### src/rtl/spmq_pkg.sv
package spmq_pkg;

  localparam int unsigned NUM_LEVELS_DEF  = 8;
  localparam int unsigned QUEUE_DEPTH_DEF = 8;
  localparam int unsigned VALUE_WIDTH_DEF = 32;

  localparam int unsigned ITEM_W  = 32;
  localparam int unsigned LEVEL_W = 3;

  typedef enum logic {
    FUNC_ENQ = 1'b0,
    FUNC_DEQ = 1'b1
  } func_t;

  typedef enum logic [1:0] {
    ST_OK        = 2'd0,
    ST_OVERFLOW  = 2'd1,
    ST_UNDERFLOW = 2'd2
  } status_t;

  typedef struct packed {
    logic we;
    logic re;
  } mem_ctl_t;

endpackage

### src/rtl/spmq_store.sv
module spmq_store #(
  parameter int unsigned WORDS = 64,
  parameter int unsigned WIDTH = 32,
  parameter int unsigned AW    = $clog2(WORDS)
) (
  input  logic                clk,
  input  spmq_pkg::mem_ctl_t  ctl,
  input  logic [AW-1:0]       addr,
  input  logic [WIDTH-1:0]    wdata,
  output logic [WIDTH-1:0]    rdata
);
  import spmq_pkg::*;

  logic [WIDTH-1:0] mem [WORDS];
  logic [WIDTH-1:0] rdata_r;

  always_ff @(posedge clk) begin
    if (ctl.we) begin
      mem[addr] <= wdata;
    end
  end

  always_ff @(posedge clk) begin
    if (ctl.re) begin
      rdata_r <= mem[addr];
    end
  end

  assign rdata = rdata_r;

endmodule

### src/rtl/strict_priority_multi_queue_top.sv
// Strict-priority multi-queue: one circular FIFO per level in a shared single-port
// storage array, with a head pointer and fill count per level. An enqueue
// transaction is accepted, then the full check and storage write are done
// while its result is registered. A dequeue transaction is accepted, then
// the sequencer examines one level's fill count per cycle, starting at
// level 0, and performs a registered storage read of the first non-empty
// level. The input is stalled while a transaction is in progress; a finished
// result waits in the output register, and a new transaction may be accepted while it waits.
// Enqueue to a full level or to a level beyond NUM_LEVELS-1 reports overflow;
// dequeue with every level empty reports underflow. out_value and out_level
// are zero unless a value was dequeued.
module strict_priority_multi_queue_top #(
  parameter int unsigned NUM_LEVELS  = spmq_pkg::NUM_LEVELS_DEF,
  parameter int unsigned QUEUE_DEPTH = spmq_pkg::QUEUE_DEPTH_DEF,
  parameter int unsigned VALUE_WIDTH = spmq_pkg::VALUE_WIDTH_DEF
) (
  input  logic                                clk,
  input  logic                                rst_n,
  input  logic                                in_valid,
  output logic                                in_stall,
  input  logic                                in_func,
  input  logic signed [spmq_pkg::ITEM_W-1:0]  in_item_value,
  input  logic [spmq_pkg::LEVEL_W-1:0]        in_level,
  output logic                                out_valid,
  input  logic                                out_stall,
  output logic [1:0]                          out_status,
  output logic signed [spmq_pkg::ITEM_W-1:0]  out_value,
  output logic [spmq_pkg::LEVEL_W-1:0]        out_level
);
  import spmq_pkg::*;

  localparam int unsigned LW    = $clog2(NUM_LEVELS);
  localparam int unsigned PW    = $clog2(QUEUE_DEPTH);
  localparam int unsigned CW    = $clog2(QUEUE_DEPTH + 1);
  localparam int unsigned WORDS = NUM_LEVELS * QUEUE_DEPTH;
  localparam int unsigned AW    = $clog2(WORDS);
  localparam int unsigned XW    = ((LW > LEVEL_W) ? LW : LEVEL_W) + 1;

  typedef enum logic [4:0] {
    S_IDLE = 5'b00001,
    S_ENQ  = 5'b00010,
    S_SCAN = 5'b00100,
    S_RD   = 5'b01000,
    S_DUMP = 5'b10000
  } state_t;

  state_t                 state_r, state_nxt;
  func_t                  func_r;
  logic [VALUE_WIDTH-1:0] val_r;
  logic [XW-1:0]          lvl_r;
  logic [LW-1:0]          scan_r;
  logic [PW-1:0]          head_r [NUM_LEVELS];
  logic [CW-1:0]          cnt_r  [NUM_LEVELS];

  logic                   out_valid_r;
  status_t                out_status_r;
  logic [ITEM_W-1:0]      out_value_r;
  logic [LEVEL_W-1:0]     out_level_r;

  logic [LW-1:0]          sel_idx;
  logic [PW-1:0]          cur_head, head_inc, tail, ptr;
  logic [CW-1:0]          cur_cnt;
  logic [CW:0]            tail_sum;
  logic                   lvl_ok, full, out_free, at_last;
  logic [AW-1:0]          addr;
  logic [VALUE_WIDTH-1:0] rd_data;
  mem_ctl_t               mem_ctl;

  logic                   res_valid, res_from_mem, do_enq, do_deq;
  status_t                res_status;

  assign sel_idx  = (state_r == S_ENQ) ? lvl_r[LW-1:0] : scan_r;
  assign cur_head = head_r[sel_idx];
  assign cur_cnt  = cnt_r[sel_idx];
  assign lvl_ok   = lvl_r < XW'(NUM_LEVELS);
  assign full     = !lvl_ok || (cur_cnt == CW'(QUEUE_DEPTH));
  assign tail_sum = (CW+1)'(cur_head) + (CW+1)'(cur_cnt);
  assign tail     = (tail_sum >= (CW+1)'(QUEUE_DEPTH)) ?
                    PW'(tail_sum - (CW+1)'(QUEUE_DEPTH)) : PW'(tail_sum);
  assign head_inc = (cur_head == PW'(QUEUE_DEPTH - 1)) ? '0 : cur_head + 1'b1;
  assign ptr      = (state_r == S_ENQ) ? tail : cur_head;
  assign addr     = AW'(sel_idx) * AW'(QUEUE_DEPTH) + AW'(ptr);
  assign out_free = !out_valid_r || !out_stall;
  assign at_last  = scan_r == LW'(NUM_LEVELS - 1);

  assign in_stall = state_r != S_IDLE;

  always_comb begin
    state_nxt    = state_r;
    mem_ctl      = '0;
    res_valid    = 1'b0;
    res_from_mem = 1'b0;
    res_status   = ST_OK;
    do_enq       = 1'b0;
    do_deq       = 1'b0;
    unique case (state_r)
      S_IDLE: begin
        if (in_valid) begin
          state_nxt = (func_t'(in_func) == FUNC_ENQ) ? S_ENQ : S_SCAN;
        end
      end
      S_ENQ: begin
        if (out_free) begin
          res_valid = 1'b1;
          state_nxt = S_IDLE;
          if (full) begin
            res_status = ST_OVERFLOW;
          end else begin
            mem_ctl.we = 1'b1;
            do_enq     = 1'b1;
          end
        end
      end
      S_SCAN: begin
        if (cur_cnt != '0) begin
          mem_ctl.re = 1'b1;
          do_deq     = 1'b1;
          state_nxt  = S_RD;
        end else if (at_last) begin
          state_nxt = S_DUMP;
        end
      end
      S_RD: begin
        if (out_free) begin
          res_valid    = 1'b1;
          res_from_mem = 1'b1;
          state_nxt    = S_IDLE;
        end
      end
      S_DUMP: begin
        if (out_free) begin
          res_valid  = 1'b1;
          res_status = ST_UNDERFLOW;
          state_nxt  = S_IDLE;
        end
      end
      default: state_nxt = S_IDLE;
    endcase
  end

  always_ff @(posedge clk) begin
    if (!rst_n) begin
      state_r     <= S_IDLE;
      out_valid_r <= 1'b0;
      scan_r      <= '0;
      for (int i = 0; i < NUM_LEVELS; i++) begin
        head_r[i] <= '0;
        cnt_r[i]  <= '0;
      end
    end else begin
      state_r <= state_nxt;
      if (res_valid) begin
        out_valid_r <= 1'b1;
      end else if (!out_stall) begin
        out_valid_r <= 1'b0;
      end
      if (state_r == S_IDLE) begin
        scan_r <= '0;
      end else if (state_r == S_SCAN && cur_cnt == '0 && !at_last) begin
        scan_r <= scan_r + 1'b1;
      end
      if (do_enq) begin
        cnt_r[sel_idx] <= cur_cnt + 1'b1;
      end
      if (do_deq) begin
        cnt_r[sel_idx]  <= cur_cnt - 1'b1;
        head_r[sel_idx] <= head_inc;
      end
    end
  end

  always_ff @(posedge clk) begin
    if (state_r == S_IDLE && in_valid) begin
      func_r <= func_t'(in_func);
      val_r  <= VALUE_WIDTH'($unsigned(in_item_value));
      lvl_r  <= XW'(in_level);
    end
    if (res_valid) begin
      out_status_r <= res_status;
      out_value_r  <= res_from_mem ? ITEM_W'(rd_data) : '0;
      out_level_r  <= res_from_mem ? LEVEL_W'(scan_r) : '0;
    end
  end

  spmq_store #(
    .WORDS (WORDS),
    .WIDTH (VALUE_WIDTH),
    .AW    (AW)
  ) u_store (
    .clk   (clk),
    .ctl   (mem_ctl),
    .addr  (addr),
    .wdata (val_r),
    .rdata (rd_data)
  );

  assign out_valid  = out_valid_r;
  assign out_status = out_status_r;
  assign out_value  = out_value_r;
  assign out_level  = out_level_r;

`ifndef NO_ASSERTIONS
  a_cnt_bound: assert property (@(posedge clk) disable iff (!rst_n)
    state_r == S_SCAN |-> cnt_r[scan_r] <= CW'(QUEUE_DEPTH))
    else $error("fill count above depth");

  a_head_bound: assert property (@(posedge clk) disable iff (!rst_n)
    state_r == S_SCAN |-> head_r[scan_r] <= PW'(QUEUE_DEPTH - 1))
    else $error("head pointer out of range");

  a_func_path: assert property (@(posedge clk) disable iff (!rst_n)
    (state_r == S_ENQ |-> func_r == FUNC_ENQ) and
    (state_r == S_SCAN |-> func_r == FUNC_DEQ))
    else $error("sequencer path does not match latched function");

  a_found_read: assert property (@(posedge clk) disable iff (!rst_n)
    state_r == S_SCAN && cur_cnt != '0 |=> state_r == S_RD)
    else $error("non-empty level not read");

  a_fail_zero: assert property (@(posedge clk) disable iff (!rst_n)
    out_valid && out_status != ST_OK |-> out_value == '0 && out_level == '0)
    else $error("failed transaction carries payload");
`endif

endmodule
### config.mk
export PLATFORM = sky130hd
export DESIGN_NAME = strict_priority_multi_queue_top
export DESIGN_NICKNAME = d
export VERILOG_FILES = /design/src/rtl/spmq_pkg.sv /design/src/rtl/spmq_store.sv /design/src/rtl/strict_priority_multi_queue_top.sv
export SDC_FILE = /design/constraint.sdc
export NUM_CORES = 2
export LEC_CHECK = 0
export BUFFER_PORTS_ARGS = -buffer_cell sky130_fd_sc_hd__buf_2
export CAP_MARGIN = 40
export CORE_UTILIZATION = 41
export CTS_BUF_LIST = sky130_fd_sc_hd__clkbuf_4 sky130_fd_sc_hd__clkbuf_8 sky130_fd_sc_hd__clkbuf_16
export CTS_CLUSTER_DIAMETER = 200
export DETAILED_ROUTE_END_ITERATION = 12
export RECOVER_POWER = 100
export SETUP_SLACK_MARGIN = 0.15
export SLEW_MARGIN = 20
export SYNTH_ARGS = -nofsm -noshare
export SYNTH_HDL_FRONTEND = slang
export SYNTH_HIERARCHICAL = 1
export SYNTH_SLANG_ARGS = --single-unit
### constraint.sdc
create_clock -name clk -period 8.2 [get_ports clk]
set_input_delay 0.41 -clock clk [delete_from_list [all_inputs] [get_ports clk]]
set_output_delay 0.41 -clock clk [all_outputs]
set_load 0.005 [all_outputs]
======== Yosys cells after proc, flatten, opt, wreduce, memory -nomap -nowiden ========
Memories as Yosys holds them, arrays and structs flattened. A register that Yosys moved wholly into a read port is not among the register bits.
Cells that the tools add are included.
word-level totals
  input bits .............................. 40
  word-level logic and storage cells ...... 90
  memories ................................ 3
  register bits after elaboration ......... 81
  memory bits (writable) .................. 2104
memories
  memory       words  width  read ports  clocked after memory_dff  wr ports  RTL line                               text
  u_store.mem  64     32     1           1                         1         spmq_store.sv:14                       logic [WIDTH-1:0] mem [WORDS];
  cnt_r        8      4      1           0                         8         strict_priority_multi_queue_top.sv:53  logic [CW-1:0] cnt_r [NUM_LEVELS];
  head_r       8      3      1           0                         8         strict_priority_multi_queue_top.sv:52  logic [PW-1:0] head_r [NUM_LEVELS];
cells by class
  eq/ne operators ......................... 13
  add/sub/neg operators ................... 7
  reduce and logical (&&, ||, !) cells .... 16
  order comparisons ....................... 2
  mux-type cells .......................... 39
  bitwise logic cells ..................... 2
operator list
  kind                                                               number
  two-way mux 3 bit                                                  8
  two-way mux 1 bit                                                  21
  two-way mux 5 bit                                                  4
  one-hot mux 5 bit (3 select lines)                                 1
  two-way mux 4 bit                                                  2
  adder 3 x 1 -> 3 bit, second input constant                        2
  adder 6 x 3 -> 6 bit                                               1
  equality test 3 bit, second input constant                         2
  OR reduction 3 bit                                                 2
  adder 3 x 4 -> 5 bit                                               1
  equality test 5 x 1 -> 1 bit, second input constant                1
  equality test 5 x 2 -> 1 bit, second input constant                1
  equality test 5 x 3 -> 1 bit, second input constant                1
  equality test 5 x 4 -> 1 bit, second input constant                1
  equality test 5 bit, second input constant                         1
  greater-or-equal comparator 5 x 4 -> 1 bit, second input constant  1
  inequality test 5 x 1 -> 1 bit, second input constant              1
  adder 4 x 1 -> 4 bit, second input constant                        1
  equality test 4 bit, second input constant                         1
  zero test 1 bit                                                    4
  zero test 4 bit                                                    1
  < comparator 3 x 4 -> 1 bit, second input constant                 1
  two-way mux 2 bit                                                  2
  inequality test 2 x 1 -> 1 bit, second input constant              2
  13 further kinds                                                   16

======== Depth between registers and ports, before layout ========
An unclocked memory read counts as a cell.
  depth after elaboration ................. 14
  gate-level depth with buffers ........... 27

======== Hierarchy ========
The synthesis kept the hierarchy.
by module, submodules not included
  module                           times used  cells each  area each (µm²)
  spmq_store                       1           4239        79248.5
  strict_priority_multi_queue_top  1           564         6576.3

======== Worst setup path before layout ========
OpenSTA, ideal clock, no wires.
  kind .................................... flip-flop to flip-flop
  start point ............................. register state_r[3]
  end point ............................... memory u_store.mem[15][0] (enable)
  library setup time ...................... 421 ps
  data required time ...................... 7779 ps
  arrival time ............................ 6208 ps
  buffers on the path ..................... 8
  stages on the path, launching flop included .. 22
  slack ................................... 1571 ps
  period minus slack after synthesis ...... 6629 ps
  path through ............................ dfxtp_1 -> or4b_1 -> buf_2 -> o21ai_0 -> and2_1 -> buf_2 -> clkinv_1 -> mux2_2 -> o22ai_1 -> or4_1 -> fa_1 -> xnor2_1 -> nor2_1 -> xor2_1 -> buf_2 -> buf_2 -> buf_2 -> buf_2 -> buf_2 -> buf_2 -> nand3_1 -> nor2_1
between the ends
  elaborated cells between the ends (all ways) .. 17
RTL lines
  what                                                                                     RTL line                                                                      text
  from (decl)                                                                              strict_priority_multi_queue_top.sv:47                                         state_t state_r, state_nxt;
  from (signal assigned)                                                                   strict_priority_multi_queue_top.sv:151                                        state_r <= state_nxt;
  equality test 5 x 2 -> 1 bit (*)                                                         strict_priority_multi_queue_top.sv:72, strict_priority_multi_queue_top.sv:81
  two-way mux 3 bit                                                                        strict_priority_multi_queue_top.sv:72                                         assign sel_idx = (state_r == S_ENQ) ? lvl_r[LW-1:0] : scan_r;
  memory (8 x 3 bit) or memory (8 x 4 bit) (tied branches)                                 n/a
  adder 3 x 4 -> 5 bit                                                                     strict_priority_multi_queue_top.sv:77                                         assign tail_sum = (CW+1)'(cur_head) + (CW+1)'(cur_cnt);
  greater-or-equal comparator 5 x 4 -> 1 bit or subtractor 3 x 1 -> 3 bit (tied branches)  strict_priority_multi_queue_top.sv:78, strict_priority_multi_queue_top.sv:79
  two-way mux 3 bit                                                                        strict_priority_multi_queue_top.sv:78                                         assign tail = (tail_sum >= (CW+1)'(QUEUE_DEPTH)) ?
  two-way mux 3 bit                                                                        strict_priority_multi_queue_top.sv:81                                         assign ptr = (state_r == S_ENQ) ? tail : cur_head;
  adder 6 x 3 -> 6 bit (*)                                                                 strict_priority_multi_queue_top.sv:82                                         assign addr = AW'(sel_idx) * AW'(QUEUE_DEPTH) + AW'(ptr);
  via addr[3]                                                                              strict_priority_multi_queue_top.sv:65                                         logic [AW-1:0] addr;
  to (decl)                                                                                spmq_store.sv:14
The timed path passes the listed nets; every way through them passes the cells marked *.

======== Worst setup path in the final report ========
  start point ............................. register state_r[3]
  end point ............................... register u_store.rdata_r[22], in the netlist u_store/rdata[22], read port of u_store.mem, data pin
between the ends
  word-level cells in the longest chain between the ends .. 8
  elaborated cells between the ends (all ways) .. 14
ends and longest elaborated chain
  what                                                                                     RTL line                                                                      text
  equality test 5 x 2 -> 1 bit (*)                                                         strict_priority_multi_queue_top.sv:72, strict_priority_multi_queue_top.sv:81
  two-way mux 3 bit                                                                        strict_priority_multi_queue_top.sv:72
  memory (8 x 3 bit) or memory (8 x 4 bit) (tied branches)                                 n/a
  adder 3 x 4 -> 5 bit                                                                     strict_priority_multi_queue_top.sv:77
  greater-or-equal comparator 5 x 4 -> 1 bit or subtractor 3 x 1 -> 3 bit (tied branches)  strict_priority_multi_queue_top.sv:78, strict_priority_multi_queue_top.sv:79
  two-way mux 3 bit                                                                        strict_priority_multi_queue_top.sv:78
  two-way mux 3 bit                                                                        strict_priority_multi_queue_top.sv:81
  adder 6 x 3 -> 6 bit (*)                                                                 strict_priority_multi_queue_top.sv:82
  via addr[3]                                                                              strict_priority_multi_queue_top.sv:65
  to (decl)                                                                                spmq_store.sv:15                                                              logic [WIDTH-1:0] rdata_r;
Marked as above.
A chain may end at the register's enable or synchronous reset.

==> out/qor.yml <==
power:
  p_sw_w: 0.00629
  ir_worst_vdd_uv: 262
  power.density_nw_per_um2: 260
  p_total_w: 0.0257
  combPwrFrac_pct: 10.9
  seqPwrFrac_pct: 50.2
  internal_power_w: 0.0194
  swShare_pct: 24.5
  p_leak_nw: 31.3
  clockPowerShare_pct: 38.9
routing:
  drc: 0
  drtIter0Drc: 6312
  dr_total_vias: 48700
  wl_mm: 252
  met1_length_mm: 101
  avgRoutedWirePerCell_um: 31.1
  avgViaCountPerCell: 6.01
  dr.pass1.iters: 6
  route.top_layer_used: "met5"
  wl_met3_mm: 24.5
  ant_nets: 0
  route.met2.wl_mm: 115
timing:
  worst_slack_ns: 0.355
  fmax_ghz: 0.127
  tns_ns: 0
  relSlewSlack_pct: -156
  whs_ns: 0.0467
  maxSlewViolCount: 2120
  rsz0062_at_grt: "no"
  tightestPinTransition_ns: 3.85
  hold_viol_final: 0
  final-setup-viol-count: 0
  period_share_pct: 95.7
  clock_skew_ns: 0.0519
  min_period_ns: 7.84
cells_and_area:
  area_growth_pct: 15.0
  layout-drive-gt1-share_pct: 18.4
  final-seq-area_sq_um: 66500
  nNetsFinal: 5164
  fillCellCount: 17300
  multi_input_area_sq_um: 18300
  final_util_pct: 47.6
cts:
  clock_sinks: 2217
  clockRootBuffer: "clkbuf_16"
  cts_resized: 0
  worstSkewPairLatency_ns: 0.88
  htreeDepth: 4
  postCtsSetupRepairBufs: 0
  clockBufferDepth: 3
  path_clk_slew_ns: 0.06
  cts_tree: "yes"
  cts_buffers: 216
critical_path:
  slowest_stage: "or4_1"
  r2r-start: "state_r[3]$_SDFFE_PN0P_"
  slowest_delay_ns: 0.66
  cp.arrival_ns: 8.44
  worstSetupEndpoint: "u_store/rdata[22]$_DFFE_PP_"
  cp_cell_sequence: "or4b_1 > o21ai_0 > and2_0 > clkinv_1 > mux2_2 > o22ai_1 > or4_1 > fa_1 > xnor2_1 > nor2_1 > xor2_4 > buf_12 > clkbuf_2 > nor2b_4 > buf_4 > a221o_1 > o21ai_0 > nand3_1 > a2111oi_0 > clkbuf_1 > nand3_1"
  critPathLaunch: "state_r[3]$_SDFFE_PN0P_"
  crit_fanout: 27
  reg2regPathDepth: 21
  r2r_end: "u_store/rdata[22]$_DFFE_PP_"
  cp.required_ns: 8.80
  worst-r2r-setup-slack_ns: 0.36
  crit_path_start_kind: "flop"
  crit_type: "flop to flop"
  end_kind: "flop"
grt:
  antenna_found_initial: 20
  grt_max_degree: 102
  grt_pass1_vias: 47200
  grt_pass1_wl_mm: 354
  grt.total_usage_pct: 23.5
  overflow: 0
floorplan:
  core_area_sq_um: 207000
  die_y_um: 460
  rows: 167
  initial_core_util_pct: 41.4
  die_area_sq_um: 211000
  die_x_um: 460
  num_io_pins: 79
synth:
  ys_async_sr_fraction_pct: 0
  synth_edf_count: 2208
  avgSynthCellArea_sq_um: 17.9
  ys_types: 83
  ys_warn_count: 6
  syn_inst: 4803
  syn_area_sq_um: 85800
  ys_seq_elements: 2217
  synth_nets: 4850
  synth_ff_type: "edfxtp_1"
  seq_area_frac_synth_pct: 77.5
placement:
  gp_congestion: 0.905
  place_ws_ns: 0.879
  port_buffers: 78
  hpwlAfterDp_mm: 147
hold_path:
  hold_class: "primary input to flop"
flow_run:
  maxCapViolCount: 44
outcome:
  status: "finished, violations left"
  violations: "capacitance limit, slew limit"
==> power by group through the flow <==
stage               combinational, W  sequential (W)  clock (W)
finish                       0.00280          0.0129    0.00998
global route                 0.00294          0.0129     0.0105
CTS                          0.00283          0.0128     0.0101
detailed placement           0.00280          0.0131          0
global placement             0.00273          0.0131          0
floorplan                    0.00143          0.0133          0
==> critical path, delay by kind of cell (launching register included) <==
kind	cells	cell delay, ns
buf+inv	5	2.01
mux	1	0.27
simple gates	7	2.58
xor+xnor	2	0.52
compound gates	5	1.32
flops	1	0.39
fa+ha+maj	1	0.43
==> sequential cells by signal, indices dropped and copies added (netlist names), 3 cells and up <==
register	flops
u_store/rdata	32
lvl_r	3
out_value	32
val_r	32
out_level	3
cnt_r	32
head_r	24
u_store/mem	2048
state_r	5
scan_r	3
==> per-stage QoR <==
stage	area, sq um	cells
floorplan	85800	4803
global placement	91300	7607
detailed placement	91700	7633
CTS	99300	8073
global route	98600	8093
finish	98700	8106
==> final cells by class <==
class | count | share of cell area (%)
tap | 2788 | 3.54
antenna | 18 | 0.0457
clock buffer | 264 | 5.87
sequential | 2217 | 67.4
timing repair buffer | 431 | 3.17
multi-input combinational | 2236 | 18.5
clock inverter | 137 | 1.41
inverter | 15 | 0.0647
==> worst min path at each step <==
| stage | startpoint | endpoint | slack (ns) | cells after the start |
|---|---|---|---|---|
| after floorplan | u_store/rdata[0]$_DFFE_PP_ | out_value[0]$_SDFFCE_PN0P_ | 0.50 | 1 |
| after global placement | u_store/rdata[10]$_DFFE_PP_ | out_value[10]$_SDFFCE_PN0P_ | 0.52 | 1 |
| after detailed placement | u_store/rdata[10]$_DFFE_PP_ | out_value[10]$_SDFFCE_PN0P_ | 0.51 | 1 |
| after CTS | rst_n | state_r[4]$_SDFFE_PN0P_ | 0.01 | 3 |
| after global routing | rst_n | state_r[4]$_SDFFE_PN0P_ | 0.04 | 3 |
| final | rst_n | state_r[4]$_SDFFE_PN0P_ | 0.05 | 3 |
==> cell usage in the layout, fill, tap and decap left out, types with 16 or more instances in the layout <==
| cell type | count |
|---|---|
| edfxtp_1 | 2208 |
| mux2i_1 | 264 |
| clkbuf_16 | 217 |
| a22oi_1 | 201 |
| a221oi_1 | 175 |
| nor2_1 | 157 |
| mux2_2 | 151 |
| buf_4 | 150 |
| a21oi_1 | 138 |
| o21ai_0 | 111 |
| o22ai_1 | 111 |
| clkbuf_1 | 108 |
| mux4_2 | 96 |
| and3_1 | 86 |
| nand2_1 | 76 |
| o22a_1 | 70 |
| a22o_1 | 66 |
| nand3_1 | 61 |
| clkbuf_4 | 57 |
| buf_2 | 57 |
| clkinv_1 | 52 |
| nand2b_1 | 49 |
| clkinv_2 | 44 |
| a31oi_1 | 43 |
| a211oi_1 | 40 |
| nor2_4 | 40 |
| dlygate4sd3_1 | 39 |
| nor3_1 | 34 |
| clkbuf_2 | 33 |
| buf_12 | 29 |
| and2_0 | 27 |
| bufinv_16 | 20 |
| or4_1 | 19 |
| diode_2 | 18 |
| nor4_1 | 16 |
| o2bb2ai_1 | 16 |
| a222oi_1 | 16 |
==> logic make-up (layout without fill, tap and decap cells) <==
group           after synthesis  count (layout)  synth area share (%)
simple gates                652             652                  3.98
xor+xnor                      4               4                0.0408
other cells                   0              18                     0
buf+inv                     350             847                  1.80
compound gates             1061            1061                  9.02
mux                         512             512                  7.59
fa+ha+maj                     7               7                 0.111
flops                      2217            2217                  77.5
==> timing repair <==
action | in CTS | in global routing
hold endpoints to repair | 39 | 0
setup endpoints to repair | 0 | 0
hold buffers | 39 | 0
==> synthesized netlist by cell type, types with 5 or more instances <==
cell type | n | share of area [%]
o2bb2ai_1 | 16 | 0.16
buf_2 | 90 | 0.52
nand2_1 | 77 | 0.34
mux2_2 | 151 | 2.0
a21oi_1 | 139 | 0.81
and3_1 | 86 | 0.63
mux4_2 | 96 | 2.5
or4_1 | 18 | 0.16
or4b_1 | 15 | 0.17
a221oi_1 | 175 | 1.8
a2111oi_0 | 15 | 0.15
nand3_1 | 62 | 0.36
o22ai_1 | 111 | 0.81
a22oi_1 | 201 | 1.8
a211oi_1 | 40 | 0.35
nor4_1 | 15 | 0.11
o2111ai_2 | 5 | 0.087
o21ai_0 | 111 | 0.65
a31oi_1 | 43 | 0.31
edfxtp_1 | 2208 | 77
or3_1 | 8 | 0.058
buf_1 | 35 | 0.15
a222oi_1 | 16 | 0.19
o221ai_1 | 9 | 0.092
nand2b_1 | 52 | 0.38
a22o_1 | 66 | 0.67
buf_4 | 12 | 0.10
dfxtp_1 | 9 | 0.21
clkbuf_1 | 191 | 0.84
ha_1 | 6 | 0.087
nor2_1 | 205 | 0.90
and2_1 | 42 | 0.31
a221o_1 | 15 | 0.17
nor3_1 | 37 | 0.22
nor2b_1 | 10 | 0.073
mux2i_1 | 265 | 3.1
inv_1 | 12 | 0.052
o22a_1 | 70 | 0.71
==> metal layers <==
layer,up-vias,GRT usage [%]
met4,6,9.21
met1,25300,32.5
met3,426,5.07
met2,2541,36.4
met5,-,0
li1,20400,-
(Power assumes the default switching activity.)
